### config.mk
export PLATFORM = sky130hd
export DESIGN_NAME = haptic_motor_kick_brake_sequencer_unit
export DESIGN_NICKNAME = d
export VERILOG_FILES = /design/src/hmkbs_pkg.sv /design/src/haptic_motor_kick_brake_sequencer_unit.sv /design/src/hmkbs_cfg.sv /design/src/hmkbs_seq.sv
export SDC_FILE = /design/constraint.sdc
export NUM_CORES = 1
export LEC_CHECK = 0
export ABC_AREA = 1
export BUFFER_PORTS_ARGS = -buffer_cell sky130_fd_sc_hd__buf_4
export CORE_UTILIZATION = 50
export DETAILED_ROUTE_END_ITERATION = 8
export PLACE_DENSITY_LB_ADDON = 0.15
export SLEW_MARGIN = 20
export SYNTH_ARGS = -nofsm -noshare
export SYNTH_HDL_FRONTEND = slang
export SYNTH_HIERARCHICAL = 1
export SYNTH_SLANG_ARGS = --single-unit
### constraint.sdc
create_clock -name clk -period 4.6 [get_ports clk]
set_input_delay 0.69 -clock clk [delete_from_list [all_inputs] [get_ports clk]]
set_output_delay 0.69 -clock clk [all_outputs]
set_load 0.05 [all_outputs]
### src/hmkbs_pkg.sv
// hmkbs_pkg: types and constants shared by the haptic kick/brake sequencer
// covers configuration layout, sequencer phases, state and result records
// no dependencies
package hmkbs_pkg;

	// configuration register indexes
	localparam logic [2:0] CFG_DRIVE_GAIN   = 3'd0;
	localparam logic [2:0] CFG_MAX_ON_MS    = 3'd1;
	localparam logic [2:0] CFG_BRAKE_MS     = 3'd2;
	localparam logic [2:0] CFG_KICK_MS      = 3'd3;
	localparam logic [2:0] CFG_OVERDRIVE_ON = 3'd4;

	localparam int CFG_IDX_W  = 3;
	localparam int CFG_DATA_W = 16;

	// configuration reset values
	localparam logic signed [8:0] RST_DRIVE_GAIN   = 9'sd128;
	localparam logic [15:0]       RST_MAX_ON_MS    = 16'd30000;
	localparam logic [6:0]        RST_BRAKE_MS     = 7'd20;
	localparam logic [6:0]        RST_KICK_MS      = 7'd20;
	localparam logic              RST_OVERDRIVE_ON = 1'b1;

	// drive levels and timing constants
	localparam logic signed [8:0]  KICK_LEVEL     = 9'sd128;
	localparam logic signed [8:0]  BRAKE_LEVEL    = -9'sd125;
	localparam logic signed [8:0]  GAIN_MAX       = 9'sd128;
	localparam logic signed [8:0]  GAIN_MIN       = -9'sd128;
	localparam logic [6:0]         SHORT_BRAKE_MS = 7'd5;
	localparam logic [7:0]         LONG_RUN_MIN   = 8'd40;
	localparam logic signed [15:0] CONT_MS        = -16'sd100;

	// item kinds
	localparam logic KIND_TICK   = 1'b0;
	localparam logic KIND_ENABLE = 1'b1;

	typedef enum logic [2:0] {
		PH_IDLE,
		PH_KICK_TIMED,
		PH_KICK_CONT,
		PH_RUN_TIMED,
		PH_RUN_CONT,
		PH_BRAKE
	} phase_t;

	typedef struct packed {
		logic signed [8:0] drive_gain;
		logic [15:0]       max_on_ms;
		logic [6:0]        brake_ms;
		logic [6:0]        kick_ms;
		logic              overdrive_on;
	} cfg_t;

	typedef struct packed {
		phase_t      phase;
		logic [15:0] count;
		logic [15:0] pending;
		logic        long_brake;
		logic        active;
	} seq_state_t;

	typedef struct packed {
		logic              pwm_enable;
		logic signed [8:0] pwm_level;
		logic              power_on;
		logic              ic_enable;
		logic [15:0]       remaining_ms;
	} result_t;

endpackage

### src/haptic_motor_kick_brake_sequencer_unit.sv
// Haptic motor kick/brake sequencer, top level.
// An item passes the input register, then its result is registered at the output.
// Throughput: one item per cycle unless m_tready stalls the output register.
// The output register lets a new item in while a result waits to be taken.
// Reset (arst_n low, asynchronous): phase idle, counters clear, config to defaults.
// depends on hmkbs_pkg, hmkbs_cfg, hmkbs_seq
module haptic_motor_kick_brake_sequencer_unit (
	input  logic                                 clk,
	input  logic                                 arst_n,
	// configuration
	input  logic                                 cfg_we,
	input  logic [hmkbs_pkg::CFG_IDX_W-1:0]      cfg_index,
	input  logic [hmkbs_pkg::CFG_DATA_W-1:0]     cfg_data,
	// input items
	input  logic                                 s_tvalid,
	output logic                                 s_tready,
	input  logic [15:0]                          s_tdata,  // [15:0] value_ms
	input  logic                                 s_tuser,  // [0] kind
	// result items
	output logic                                 m_tvalid,
	input  logic                                 m_tready,
	// [0] pwm_enable, [9:1] pwm_level, [10] power_on, [11] ic_enable,
	// [27:12] remaining_ms, [31:28] zero
	output logic [31:0]                          m_tdata
);

	hmkbs_pkg::cfg_t    cfg;
	hmkbs_pkg::result_t result;

	logic              valid_s1;
	logic              kind_s1;
	logic signed [15:0] value_s1;
	logic              valid_s2;
	logic [31:0]       data_s2;
	logic              out_free;
	logic              adv;

	// handshake
	assign out_free = !valid_s2 || m_tready;
	assign adv      = valid_s1 && out_free;
	assign s_tready = !valid_s1 || out_free;

	hmkbs_cfg u_cfg (
		.clk       (clk),
		.arst_n    (arst_n),
		.cfg_we    (cfg_we),
		.cfg_index (cfg_index),
		.cfg_data  (cfg_data),
		.cfg       (cfg)
	);

	hmkbs_seq u_seq (
		.clk      (clk),
		.arst_n   (arst_n),
		.adv      (adv),
		.kind     (kind_s1),
		.value_ms (value_s1),
		.cfg      (cfg),
		.result   (result)
	);

	// valid flags
	always_ff @(posedge clk or negedge arst_n) begin
		if (!arst_n) begin
			valid_s1 <= 1'b0;
			valid_s2 <= 1'b0;
		end else begin
			if (s_tready) valid_s1 <= s_tvalid;
			if (out_free) valid_s2 <= valid_s1;
		end
	end

	// payload registers
	always_ff @(posedge clk) begin
		if (s_tready && s_tvalid) begin
			kind_s1  <= s_tuser;
			value_s1 <= s_tdata;
		end
		if (adv) begin
			data_s2 <= {4'd0, result.remaining_ms, result.ic_enable, result.power_on,
				result.pwm_level, result.pwm_enable};
		end
	end

	assign m_tvalid = valid_s2;
	assign m_tdata  = data_s2;

endmodule

### src/hmkbs_cfg.sv
// hmkbs_cfg: configuration register bank of the haptic kick/brake sequencer
// depends on hmkbs_pkg for register indexes, reset values and cfg_t
module hmkbs_cfg (
	input  logic                                clk,
	input  logic                                arst_n,
	input  logic                                cfg_we,
	input  logic [hmkbs_pkg::CFG_IDX_W-1:0]     cfg_index,
	input  logic [hmkbs_pkg::CFG_DATA_W-1:0]    cfg_data,
	output hmkbs_pkg::cfg_t                     cfg
);

	hmkbs_pkg::cfg_t cfg_q;

	// register writes, unknown indexes ignored
	always_ff @(posedge clk or negedge arst_n) begin
		if (!arst_n) begin
			cfg_q.drive_gain   <= hmkbs_pkg::RST_DRIVE_GAIN;
			cfg_q.max_on_ms    <= hmkbs_pkg::RST_MAX_ON_MS;
			cfg_q.brake_ms     <= hmkbs_pkg::RST_BRAKE_MS;
			cfg_q.kick_ms      <= hmkbs_pkg::RST_KICK_MS;
			cfg_q.overdrive_on <= hmkbs_pkg::RST_OVERDRIVE_ON;
		end else if (cfg_we) begin
			unique case (cfg_index)
				hmkbs_pkg::CFG_DRIVE_GAIN:   cfg_q.drive_gain   <= cfg_data[8:0];
				hmkbs_pkg::CFG_MAX_ON_MS:    cfg_q.max_on_ms    <= cfg_data[15:0];
				hmkbs_pkg::CFG_BRAKE_MS:     cfg_q.brake_ms     <= cfg_data[6:0];
				hmkbs_pkg::CFG_KICK_MS:      cfg_q.kick_ms      <= cfg_data[6:0];
				hmkbs_pkg::CFG_OVERDRIVE_ON: cfg_q.overdrive_on <= cfg_data[0];
				default: ;
			endcase
		end
	end

	assign cfg = cfg_q;

endmodule

### src/hmkbs_seq.sv
// hmkbs_seq: phase state machine of the haptic kick/brake sequencer
// holds phase, counters and brake mode; computes the result for each item
// depends on hmkbs_pkg
module hmkbs_seq (
	input  logic                     clk,
	input  logic                     arst_n,
	input  logic                     adv,
	input  logic                     kind,
	input  logic signed [15:0]       value_ms,
	input  hmkbs_pkg::cfg_t          cfg,
	output hmkbs_pkg::result_t       result
);

	hmkbs_pkg::seq_state_t st_q;
	hmkbs_pkg::seq_state_t nx;

	// drop to idle, brake mode kept
	function automatic hmkbs_pkg::seq_state_t go_idle(input hmkbs_pkg::seq_state_t st);
		hmkbs_pkg::seq_state_t r;
		r         = st;
		r.phase   = hmkbs_pkg::PH_IDLE;
		r.count   = 16'd0;
		r.pending = 16'd0;
		r.active  = 1'b0;
		return r;
	endfunction

	function automatic hmkbs_pkg::seq_state_t turn_off(input hmkbs_pkg::seq_state_t st,
			input logic od, input logic [6:0] brk);
		hmkbs_pkg::seq_state_t r;
		logic [6:0] t;
		r = st;
		t = st.long_brake ? brk : hmkbs_pkg::SHORT_BRAKE_MS;
		if (!od) begin
			r = go_idle(st);
		end else if (st.active) begin
			r = go_idle(st);
			if (t != 7'd0) begin
				r.phase = hmkbs_pkg::PH_BRAKE;
				r.count = {9'd0, t};
			end
		end
		return r;
	endfunction

	function automatic hmkbs_pkg::seq_state_t enter_run(input hmkbs_pkg::seq_state_t st,
			input logic timed, input logic [15:0] ms, input logic od, input logic [6:0] brk);
		hmkbs_pkg::seq_state_t r;
		r         = st;
		r.active  = 1'b1;
		r.pending = 16'd0;
		if (!timed) begin
			r.phase = hmkbs_pkg::PH_RUN_CONT;
			r.count = 16'd0;
		end else begin
			r.phase = hmkbs_pkg::PH_RUN_TIMED;
			r.count = ms;
			if (ms == 16'd0) r = turn_off(r, od, brk);
		end
		return r;
	endfunction

	function automatic hmkbs_pkg::seq_state_t turn_on(input hmkbs_pkg::seq_state_t st,
			input logic timed, input logic [15:0] ms, input hmkbs_pkg::cfg_t c);
		hmkbs_pkg::seq_state_t r;
		r = st;
		if (!c.overdrive_on || c.kick_ms == 7'd0) begin
			r = enter_run(st, timed, ms, c.overdrive_on, c.brake_ms);
		end else begin
			r.active  = 1'b1;
			r.phase   = timed ? hmkbs_pkg::PH_KICK_TIMED : hmkbs_pkg::PH_KICK_CONT;
			r.count   = {9'd0, c.kick_ms};
			r.pending = timed ? ms : 16'd0;
		end
		return r;
	endfunction

	// run level, clamped to the drive range
	logic signed [8:0] gain_lvl;
	always_comb begin
		priority if (cfg.drive_gain > hmkbs_pkg::GAIN_MAX) gain_lvl = hmkbs_pkg::GAIN_MAX;
		else if (cfg.drive_gain < hmkbs_pkg::GAIN_MIN) gain_lvl = hmkbs_pkg::GAIN_MIN;
		else gain_lvl = cfg.drive_gain;
	end

	// requested duration: clamp, then shorten in overdrive mode
	logic        cmd_pos;
	logic [15:0] dur_clamp;
	logic [15:0] long_min;
	logic        lb_new;
	logic [15:0] dur;
	always_comb begin
		cmd_pos   = !value_ms[15] && (value_ms != 16'sd0);
		dur_clamp = (value_ms[15:0] > cfg.max_on_ms) ? cfg.max_on_ms : value_ms[15:0];
		long_min  = {8'd0, hmkbs_pkg::LONG_RUN_MIN} + {9'd0, cfg.brake_ms};
		lb_new    = (dur_clamp >= long_min);
		dur       = dur_clamp;
		if (cfg.overdrive_on) begin
			if (lb_new) dur = dur_clamp - {9'd0, cfg.brake_ms};
			else if (dur_clamp > {9'd0, hmkbs_pkg::SHORT_BRAKE_MS})
				dur = dur_clamp - {9'd0, hmkbs_pkg::SHORT_BRAKE_MS};
			else dur = 16'd0;
		end
	end

	// next state for one item
	always_comb begin
		nx = st_q;
		if (kind == hmkbs_pkg::KIND_ENABLE) begin
			priority if (cmd_pos) begin
				if (cfg.overdrive_on) nx.long_brake = lb_new;
				if (cfg.drive_gain == 9'sd0) nx = turn_off(nx, cfg.overdrive_on, cfg.brake_ms);
				else nx = turn_on(nx, 1'b1, dur, cfg);
			end else if (value_ms == hmkbs_pkg::CONT_MS) begin
				if (cfg.drive_gain == 9'sd0) nx = turn_off(nx, cfg.overdrive_on, cfg.brake_ms);
				else nx = turn_on(nx, 1'b0, 16'd0, cfg);
			end else begin
				nx = turn_off(nx, cfg.overdrive_on, cfg.brake_ms);
			end
		end else begin
			unique case (st_q.phase)
				hmkbs_pkg::PH_KICK_TIMED, hmkbs_pkg::PH_KICK_CONT: begin
					if (st_q.count <= 16'd1)
						nx = enter_run(st_q, st_q.phase == hmkbs_pkg::PH_KICK_TIMED,
							st_q.pending, cfg.overdrive_on, cfg.brake_ms);
					else nx.count = st_q.count - 16'd1;
				end
				hmkbs_pkg::PH_RUN_TIMED: begin
					if (st_q.count <= 16'd1) begin
						nx.count = 16'd0;
						nx = turn_off(nx, cfg.overdrive_on, cfg.brake_ms);
					end else nx.count = st_q.count - 16'd1;
				end
				hmkbs_pkg::PH_BRAKE: begin
					if (st_q.count <= 16'd1) nx = go_idle(st_q);
					else nx.count = st_q.count - 16'd1;
				end
				default: ;
			endcase
		end
	end

	// state register, updated once per item
	always_ff @(posedge clk or negedge arst_n) begin
		if (!arst_n) begin
			st_q.phase      <= hmkbs_pkg::PH_IDLE;
			st_q.count      <= 16'd0;
			st_q.pending    <= 16'd0;
			st_q.long_brake <= 1'b0;
			st_q.active     <= 1'b0;
		end else if (adv) begin
			st_q <= nx;
		end
	end

	// drive outputs from the phase after the item
	always_comb begin
		result = '0;
		unique case (nx.phase)
			hmkbs_pkg::PH_KICK_TIMED, hmkbs_pkg::PH_KICK_CONT: begin
				result.pwm_enable = 1'b1;
				result.pwm_level  = hmkbs_pkg::KICK_LEVEL;
				result.power_on   = 1'b1;
			end
			hmkbs_pkg::PH_RUN_TIMED, hmkbs_pkg::PH_RUN_CONT: begin
				result.pwm_enable = 1'b1;
				result.pwm_level  = gain_lvl;
				result.power_on   = 1'b1;
				result.ic_enable  = 1'b1;
				if (nx.phase == hmkbs_pkg::PH_RUN_TIMED) result.remaining_ms = nx.count;
			end
			hmkbs_pkg::PH_BRAKE: begin
				result.pwm_enable = 1'b1;
				result.pwm_level  = hmkbs_pkg::BRAKE_LEVEL;
				result.power_on   = 1'b1;
				result.ic_enable  = 1'b1;
			end
			default: ;
		endcase
	end

`ifndef SYNTH
	// drive is active exactly in kick and run phases
	a_active_phase: assert property (@(posedge clk) disable iff (!arst_n)
		st_q.active == (st_q.phase == hmkbs_pkg::PH_KICK_TIMED ||
			st_q.phase == hmkbs_pkg::PH_KICK_CONT || st_q.phase == hmkbs_pkg::PH_RUN_TIMED ||
			st_q.phase == hmkbs_pkg::PH_RUN_CONT))
		else $error("drive_active out of step with phase");

	// idle carries no count and no pending run
	a_idle_clear: assert property (@(posedge clk) disable iff (!arst_n)
		st_q.phase == hmkbs_pkg::PH_IDLE |-> st_q.count == 16'd0 && st_q.pending == 16'd0)
		else $error("idle phase with leftover count");

	// counted phases never hold a zero count
	a_count_live: assert property (@(posedge clk) disable iff (!arst_n)
		(st_q.phase == hmkbs_pkg::PH_BRAKE || st_q.phase == hmkbs_pkg::PH_KICK_TIMED ||
			st_q.phase == hmkbs_pkg::PH_KICK_CONT || st_q.phase == hmkbs_pkg::PH_RUN_TIMED)
		|-> st_q.count != 16'd0)
		else $error("counted phase with zero count");

	// last brake tick ends in idle
	a_brake_end: assert property (@(posedge clk) disable iff (!arst_n)
		adv && kind == hmkbs_pkg::KIND_TICK && st_q.phase == hmkbs_pkg::PH_BRAKE &&
			st_q.count == 16'd1 |=> st_q.phase == hmkbs_pkg::PH_IDLE)
		else $error("brake did not end on its last tick");
`endif

endmodule
Word level (Yosys, flattened, before mapping)

Index checks and enable logic that the tools add are counted.

Logic and storage cells: 124
Flip-flop bits (word level): 124
Input port bits: 41
Output and inout bits: 34

Add/subtract/negate cells: 4
Multiplexer cells: 46
Equality and inequality tests: 20
Reductions and logical operators: 32
$lt $le $gt $ge: 6

Operators by type and width:

| cell                                                                              | count |
|---|---|
| 37-bit 2-to-1 mux                                                                 | 15 |
| 16-bit 2-to-1 mux                                                                 | 7 |
| 37-bit one-hot mux with 3 select lines                                            | 1 |
| 18-bit 2-to-1 mux                                                                 | 4 |
| 35-bit 2-to-1 mux                                                                 | 2 |
| 19-bit 2-to-1 mux                                                                 | 3 |
| 11-bit one-hot mux with 3 select lines                                            | 1 |
| 16-bit logical NOT                                                                | 2 |
| 3-bit by 2-bit == test with 1-bit output, second input constant                   | 6 |
| 9-bit 2-to-1 mux                                                                  | 2 |
| 16-bit by 8-bit == test with 1-bit output, second input constant                  | 1 |
| 16-bit greater-or-equal comparator                                                | 1 |
| 16-bit > comparator                                                               | 1 |
| 16-bit by 3-bit > comparator with 1-bit output, second input constant             | 1 |
| 16-bit by 1-bit less-or-equal comparator with 1-bit output, second input constant | 1 |
| 16-bit nonzero test                                                               | 1 |
| 16-bit by 1-bit subtractor with 16-bit output, second input constant              | 1 |
| 16-bit by 3-bit subtractor with 16-bit output, second input constant              | 1 |
| 16-bit by 7-bit subtractor with 16-bit output                                     | 1 |
| 7-bit 2-to-1 mux                                                                  | 2 |
| 7-bit nonzero test                                                                | 2 |
| 3-bit == test, second input constant                                              | 4 |
| 2-bit AND reduction                                                               | 6 |
| 3-bit by 1-bit == test with 1-bit output, second input constant                   | 3 |
| 21 further kinds                                                                  | 39 |

Logic depth before layout (Yosys ltp)

Gate-level depths: netlist of the first run.

Word-level depth: 18
Mapped depth: 51
Mapped depth without buffers: 50

Cells and area by module

Netlist of the first run, hierarchy kept.

Modules (own cells, without submodules):

| module                                 | instances | cells an instance | seq. area each (um2) | area an instance (um2) |
|---|---|---|---|---|
| hmkbs_seq                              | 1         | 1,142             | 925.9                | 6,560.0 |
| hmkbs_cfg                              | 1         | 185               | 1,017.2              | 1,651.6 |
| haptic_motor_kick_brake_sequencer_unit | 1         | 62                | 1,401.3              | 1,480.2 |

Least setup slack after synthesis of the first run

OpenSTA, ideal clock, no wires.

Path type: flip-flop to flip-flop
From: register u_cfg.cfg_q (netlist bit u_cfg/cfg[29])
To: register data_s2[0] (netlist: m_tdata[0]) (data pin)
Data required time: 4.349 ns
Setup slack: -0.132 ns
Setup time: 0.251 ns
Path buffers: 3
Clock period less this slack: 4.732 ns
Data arrival time: 4.481 ns
Stages on the path, launching flop included: 46
Cells stage by stage: dfstp_2 > inv_1 > ha_1 > nand2_1 > nor3_2 > nand3_2 > nand2_4 > buf_6 > nand2_1 > nand2_1 > inv_1 > ha_1 > inv_1 > nand2_1 > nand2_1 > nand2_1 > nand3b_1 > nand2_1 > [... 10 more ...] > nand2_2 > buf_6 > nand3_1 > nand2_1 > nand2_1 > nand2_1 > nand2_1 > nor2_2 > nand3_4 > nand3_4 > nand2_2 > nand2_2 > nand2_2 > nand2_2 > nand2_4 > nand2_8 > nand2_1 > buf_4

RTL lines:

| item                 | line                                         | source |
|---|---|---|
| from (decl)          | hmkbs_cfg.sv:12                              | `hmkbs_pkg::cfg_t cfg_q;` |
| to (signal assigned) | haptic_motor_kick_brake_sequencer_unit.sv:80 | `data_s2 <= {4'd0, result.remaining_ms, result.ic_enable, result.power_on,` |
| to (decl)            | haptic_motor_kick_brake_sequencer_unit.sv:34 | `logic [31:0] data_s2;` |

==> results of run 1 <==
## synthesized netlist by cell type, types with 5 or more instances
cell,n,area (um^2)
a21oi_1,77,385
a21oi_2,9,78.8
a221oi_1,6,52.6
a31oi_1,20,125
buf_2,6,30.0
buf_4,7,52.6
buf_6,5,56.3
clkbuf_1,32,120
dfrtp_1,66,1650
dfstp_2,13,342
edfxtp_1,45,1350
ha_1,32,400
inv_1,173,649
inv_2,10,37.5
nand2_1,365,1370
nand2_2,18,113
nand3_1,129,646
nand4_1,17,106
nor2_1,119,447
nor2_2,15,93.8
nor2_4,5,56.3
nor3_1,26,130
nor4_1,7,43.8
o211ai_1,10,75.1
o21ai_0,60,300
o21ai_1,10,50.1
o21ai_2,9,78.8
o221ai_1,8,70.1
o22ai_1,8,50.1
o32ai_1,12,105
xor2_1,19,166
## final timing paths
check / from / depth (start not counted) / slack (ps) / to
worst min-delay path: arst_n / 1 / 280 / u_seq/st_q[0]
max in group asynchronous: arst_n / 2 / 3350 / u_cfg/cfg[38]
worst max register to register: u_cfg/cfg[28] / 40 / -240 / m_tdata[8]
worst max-delay path: u_cfg/cfg[28] / 40 / -240 / m_tdata[8]
worst min register to register: u_cfg/cfg[17] / 2 / 480 / u_cfg/cfg[17]
min in group clk: s_tdata[7] / 1 / 430 / value_s1[7]
## logic make-up (layout without fill, tap and decap cells)
family | count (synthesis) | in the layout | synth area share, %
and+or+nand+nor | 722 | 725 | 33.6
AOI/OAI and AO/OA | 250 | 250 | 15.9
buffers and inverters | 240 | 445 | 10.0
DFF | 124 | 124 | 34.5
adders and majority gates | 32 | 32 | 4.13
xor gates and xnor gates | 19 | 19 | 1.72
other | 1 | 4 | 0.0387
muxes | 1 | 1 | 0.103
## layer usage
| layer | GRT usage (%) | wire length [um] | vias up |
|---|---|---|---|
| met5 | 0 | 0 | - |
| met4 | 12.3 | 1090 | 0 |
| met3 | 5.54 | 2670 | 91 |
| met2 | 53.3 | 15000 | 536 |
| met1 | 45.0 | 13700 | 4879 |
| li1 | - | - | 5042 |
## power by group through the flow
stage	clock network (mW)	registers (mW)	logic [mW]
2_1_floorplan	0	1.65	1.85
3_3_place_gp	0	1.61	2.89
3_5_place_dp	0	1.62	2.92
4_1_cts	1.52	1.60	3.12
5_1_grt	1.56	1.63	3.64
6_report	1.50	1.61	3.33
## state kept, by name, indices dropped and copies added (netlist names)
signal and cells:
m_tdata 28, kind_s1 1, m_tvalid 1, u_cfg/cfg 40
value_s1 16, valid_s1 1, u_seq/st_q 37
## layout make-up
type	instances	area share [%]
multi-input cells	1031	46.4
flip-flops and latches	124	26.4
inverters	186	5.61
well taps	260	2.57
clock buffers	21	3.63
repair buffers	227	14.0
clock inverters	11	1.42
## per-stage QoR
| step | utilization [%] | power (mW) | TNS (ps) | area [um^2] |
|---|---|---|---|---|
| finish | 67.3 | 6.44 | -6370 | 12700 |
| global route | 67.3 | 6.83 | -21420 | 12700 |
| CTS | 65.6 | 6.24 | -3290 | 12400 |
| detailed placement | 60.0 | 4.53 | -12210 | 11300 |
| global placement | 60.0 | 4.50 | -8820 | 11300 |
| floorplan | - | 3.51 | -22.8 | 9780 |
## repair_timing
| item | CTS | global route |
|---|---|---|
| setup endpoints to repair | 45 | 49 |
| pin swaps | 51 | 34 |
| buffers inserted | 29 | 11 |
| gates resized for setup | 58 | 59 |
| cloned | 3 | 0 |
==> metrics.csv, run 1 <==
metric,value,unit
Worst-Margin Slew,861,ps
Layout area overhead,30.8,%
area of the mapped netlist,9690,um^2
core area,18800,um^2
maximum vdd drop,0.000297,V
Placer Congestion,0.975,
Vias/cell,5.67,
fin crit share,105,%
dpl hpwl,23300,um
syn_area_per_cell,6.98,um^2
share of layout cells above drive strength 1,27.4,%
Sw Ratio,43.9,%
pre-CTS WS,-403,ps
RSZ-0062 raised after global routing,yes,
gr ovfl total,0,
drt pass-1 iters,7,
effective utilization at floorplan,51.5,%
# IOs,75,
WP buf/inv,7,
drt total wl,32500,um
drt wl/cell,17.5,um
Multi-input gate area,5880,um^2
Worst-Skew Late Latency,430,ps
Main synth FF type,dfrtp_1,
"commonest cells after routing, fill and taps aside","nand2_1, buf_4, inv_1",
Slew Limit Fails,0,
Worst Skew,20.4,ps
Setup crit end kind,flop,
maximum number of pins on one net before global-route repair,55,
via count,10500,
clock buffer depth,2,
Total Routing Usage GR,33.2,%
Die H,141,um
CTS tree,built,
CP arrival,5020,ps
clk sink count,124,
CP Launch Type,flop,
delay of the slowest critical-path stage,540,ps
register area,3340,um^2
Hold Slack,283,ps
Clk pwr share,23.3,%
initial antenna violation count,0,
net switching power,2.83,mW
"Seq/Total Area, Yosys",34.5,%
hold crit path type,input port to asynchronous set/reset pin,
cts hold-fix bufs,0,
"commonest non-fill, non-tap cell in the layout",nand2_1,
Fill cells,1629,
Yosys reg bits,124,
Logic pwr share,51.7,%
final setup violating endpoints,44,
fin nets,1660,
Inserted Clock Buffers,17,
final hold viol count,0,
Initial DRC Count,977,
# diodes,0,
CP top delay family,simple AND/OR/NAND/NOR gates,
CTS root buf,clkbuf_16,
cells after synthesis,1389,
max_slew headroom,42.0,%
pwr dens,508,nW/um^2
failing checks,setup timing,
sequential share of power,25.0,%
antenna violation net count after detailed routing,0,
final worst slack,-239,ps
placed insts,1792,
fin crit period,4840,ps
Worst path most repeated cell,nand2_1,
number of synthesized flops with an enable pin,45,
Netlist cell types,56,
DIE WIDTH,141,um
"Reg clk slew, reported paths",70,ps
Core Rows,50,
max-cap violations,0,
die area,19900,um^2
crit path max fanout,8,
Leak,6.15,nW
synth warn,6,
drt drc,0,
outcome,finished with violations,
"FFs w/ async S/R, synth",63.7,%
"Req. time, crit path",4780,ps
vias in the first global route,9908,
crit path kind,flop to flop,
first-pass GRT wire length,51300,um
cell-internal power,3.61,mW
non-filler instance count after layout,1860,
fmax,207,MHz
# port buffers,70,
CTS H-tree depth,4,
CP max stage cell,dfstp_2,
No activity file was read; power rests on OpenSTA's default activity.
==> run 2, diff against run 1 <==
Settings changed: CELL_PAD_IN_SITES_DETAIL_PLACEMENT set to 0, CELL_PAD_IN_SITES_GLOBAL_PLACEMENT set to 1, CORE_UTILIZATION 50 to 40.
==> run 2 against run 1 <==
The run still ends with setup timing left; clock skew is 7.1 ps lower; first-iteration DRC count shrank 22%; register-to-register slack is essentially flat; non-clock buffer count increased by 30; critical path depth decreased by 3.
==> metrics.csv, run 2 (synthesized netlist as in run 1, its figures left out) <==
metric,value,unit
outcome,finished with violations,
failing checks,setup timing,
wl on met1,15600,um
Worst R2R Setup Slack,-250,ps
final worst slack,-248,ps
fin nets,1690,
pwr dens,504,nW/um^2
via count,10400,
"commonest non-fill, non-tap cell in the layout",nand2_1,
effective utilization at floorplan,41.0,%
maximum vdd drop,0.000236,V
Core Rows,56,
CP arrival,5020,ps
CTS tree,built,
final setup violating endpoints,45,
fmax,206,MHz
placed insts,1863,
register area,3340,um^2
"commonest cells after routing, fill and taps aside","nand2_1, buf_4, inv_1",
first-pass GRT wire length,52900,um
"Reg clk slew, reported paths",70,ps
max-cap violations,0,
Max Used Layer,met4,
crit path kind,flop to flop,
delay of the slowest critical-path stage,540,ps
antenna violation net count after detailed routing,0,
CTS H-tree depth,4,
non-filler instance count after layout,1949,
die area,24900,um^2
drt pass-1 iters,5,
Layout area overhead,34.1,%
share of layout cells above drive strength 1,29.7,%
Placer Congestion,0.902,
cts hold-fix bufs,0,
crit path max fanout,7,
Fill cells,2288,
RSZ-0062 raised after global routing,yes,
fin crit period,4850,ps
final hold viol count,0,
drt drc,0,
Total Routing Usage GR,27.8,%
Worst-Margin Slew,825,ps
maximum number of pins on one net before global-route repair,55,
clock buffer depth,2,
CP Launch Type,flop,
drt total wl,33500,um
Die H,158,um
Setup crit end kind,flop,
Slew Limit Fails,0,
"Req. time, crit path",4770,ps
clk sink count,124,
CTS root buf,clkbuf_16,
Inserted Clock Buffers,17,
# diodes,0,
met2 wire length,15400,um
flip-flop count of the largest register after layout,40,
Vias/cell,5.35,
vias in the first global route,9922,
core area,23600,um^2
Leak,6.27,nW
met3 WL,1760,um
DIE WIDTH,158,um
Power Total,6.55,mW
# port buffers,70,
Worst Skew,13.3,ps
Worst-Skew Late Latency,430,ps
CP top delay family,simple AND/OR/NAND/NOR gates,
Worst path most repeated cell,buf_4,
# IOs,75,
drt wl/cell,17.2,um
WP buf/inv,14,
initial antenna violation count,0,
hold crit path type,input port to asynchronous set/reset pin,
Hold Slack,328,ps
fin crit share,105,%
Multi-input gate area,5950,um^2
gr ovfl total,0,
Initial DRC Count,761,
max_slew headroom,45.0,%
dpl hpwl,24600,um
CP max stage cell,dfstp_2,
==> run 2: cell count changes in the layout (fill, tap and decap cells not counted), moves of 5 or more <==
cell / previous run / this run
buf_4: 211 / 244
buf_6: 15 / 10
nand2_1: 335 / 328
nor2_4: 7 / 12
==> run 2: final cells by class <==
cell class	count	share of cell area (%)
clock inverters	14	1.23
well taps	319	3.07
clock buffers	18	3.30
flip-flops and latches	124	25.7
multi-input cells	1031	45.8
inverters	186	5.45
repair buffers	257	15.4
==> run 2: what timing repair did <==
action                                 in CTS  in global routing
setup endpoints to repair                  48                 50
pin swaps                                  40                 58
buffers inserted                           38                 14
endpoints found under the hold margin       0                  0
gates resized for setup                    51                 82
cloned                                      3                  0
==> run 2: per-stage QoR <==
stage	cell area [um^2]	setup WS [ps]	setup TNS [ps]	util (%)
finish	13000	-248	-7770	55.0
global route	13000	-608	-24660	55.0
CTS	12600	-121	-3120	53.4
global placement	11500	-438	-13300	48.6
detailed placement	11500	-502	-16150	48.6
floorplan	9780	-22.8	-22.8	-
==> run 2: metal layers <==
layer	vias to the layer above	GRT usage, %
met5	-	0
met4	0	8.65
met3	44	4.74
met2	324	44.3
met1	4967	38.1
li1	5096	-
==> run 2: worst reg2reg max path: cells and delay by family (launching register included) <==
kind                       cells  cell delay (ps)
and+or+nand+nor               18             1890
buffers and inverters         14             1490
DFF                            1              540
adders and majority gates      2              360
xor gates and xnor gates       1              140
AOI/OAI and AO/OA              2              140
==> run 2: report_power, final <==
part / switching, mW / leakage (nW) / total (mW) / internal, mW
registers: 0.233 / 1.40 / 1.61 / 1.38
logic: 2.10 / 4.58 / 3.55 / 1.45
clock network: 0.579 / 0.285 / 1.39 / 0.810
total: 2.91 / 6.27 / 6.55 / 3.64
==> run 2: final timing paths <==
check	startpoint	to	cells past startpoint
worst max-delay path	u_cfg/cfg[23]	m_tdata[19]	37
worst min-delay path	arst_n	u_cfg/cfg[18]	1
worst max register to register	u_cfg/cfg[23]	m_tdata[19]	37
worst min register to register	u_cfg/cfg[17]	u_cfg/cfg[17]	2
max in group asynchronous	arst_n	u_cfg/cfg[38]	2
min in group clk	s_tdata[7]	value_s1[7]	1
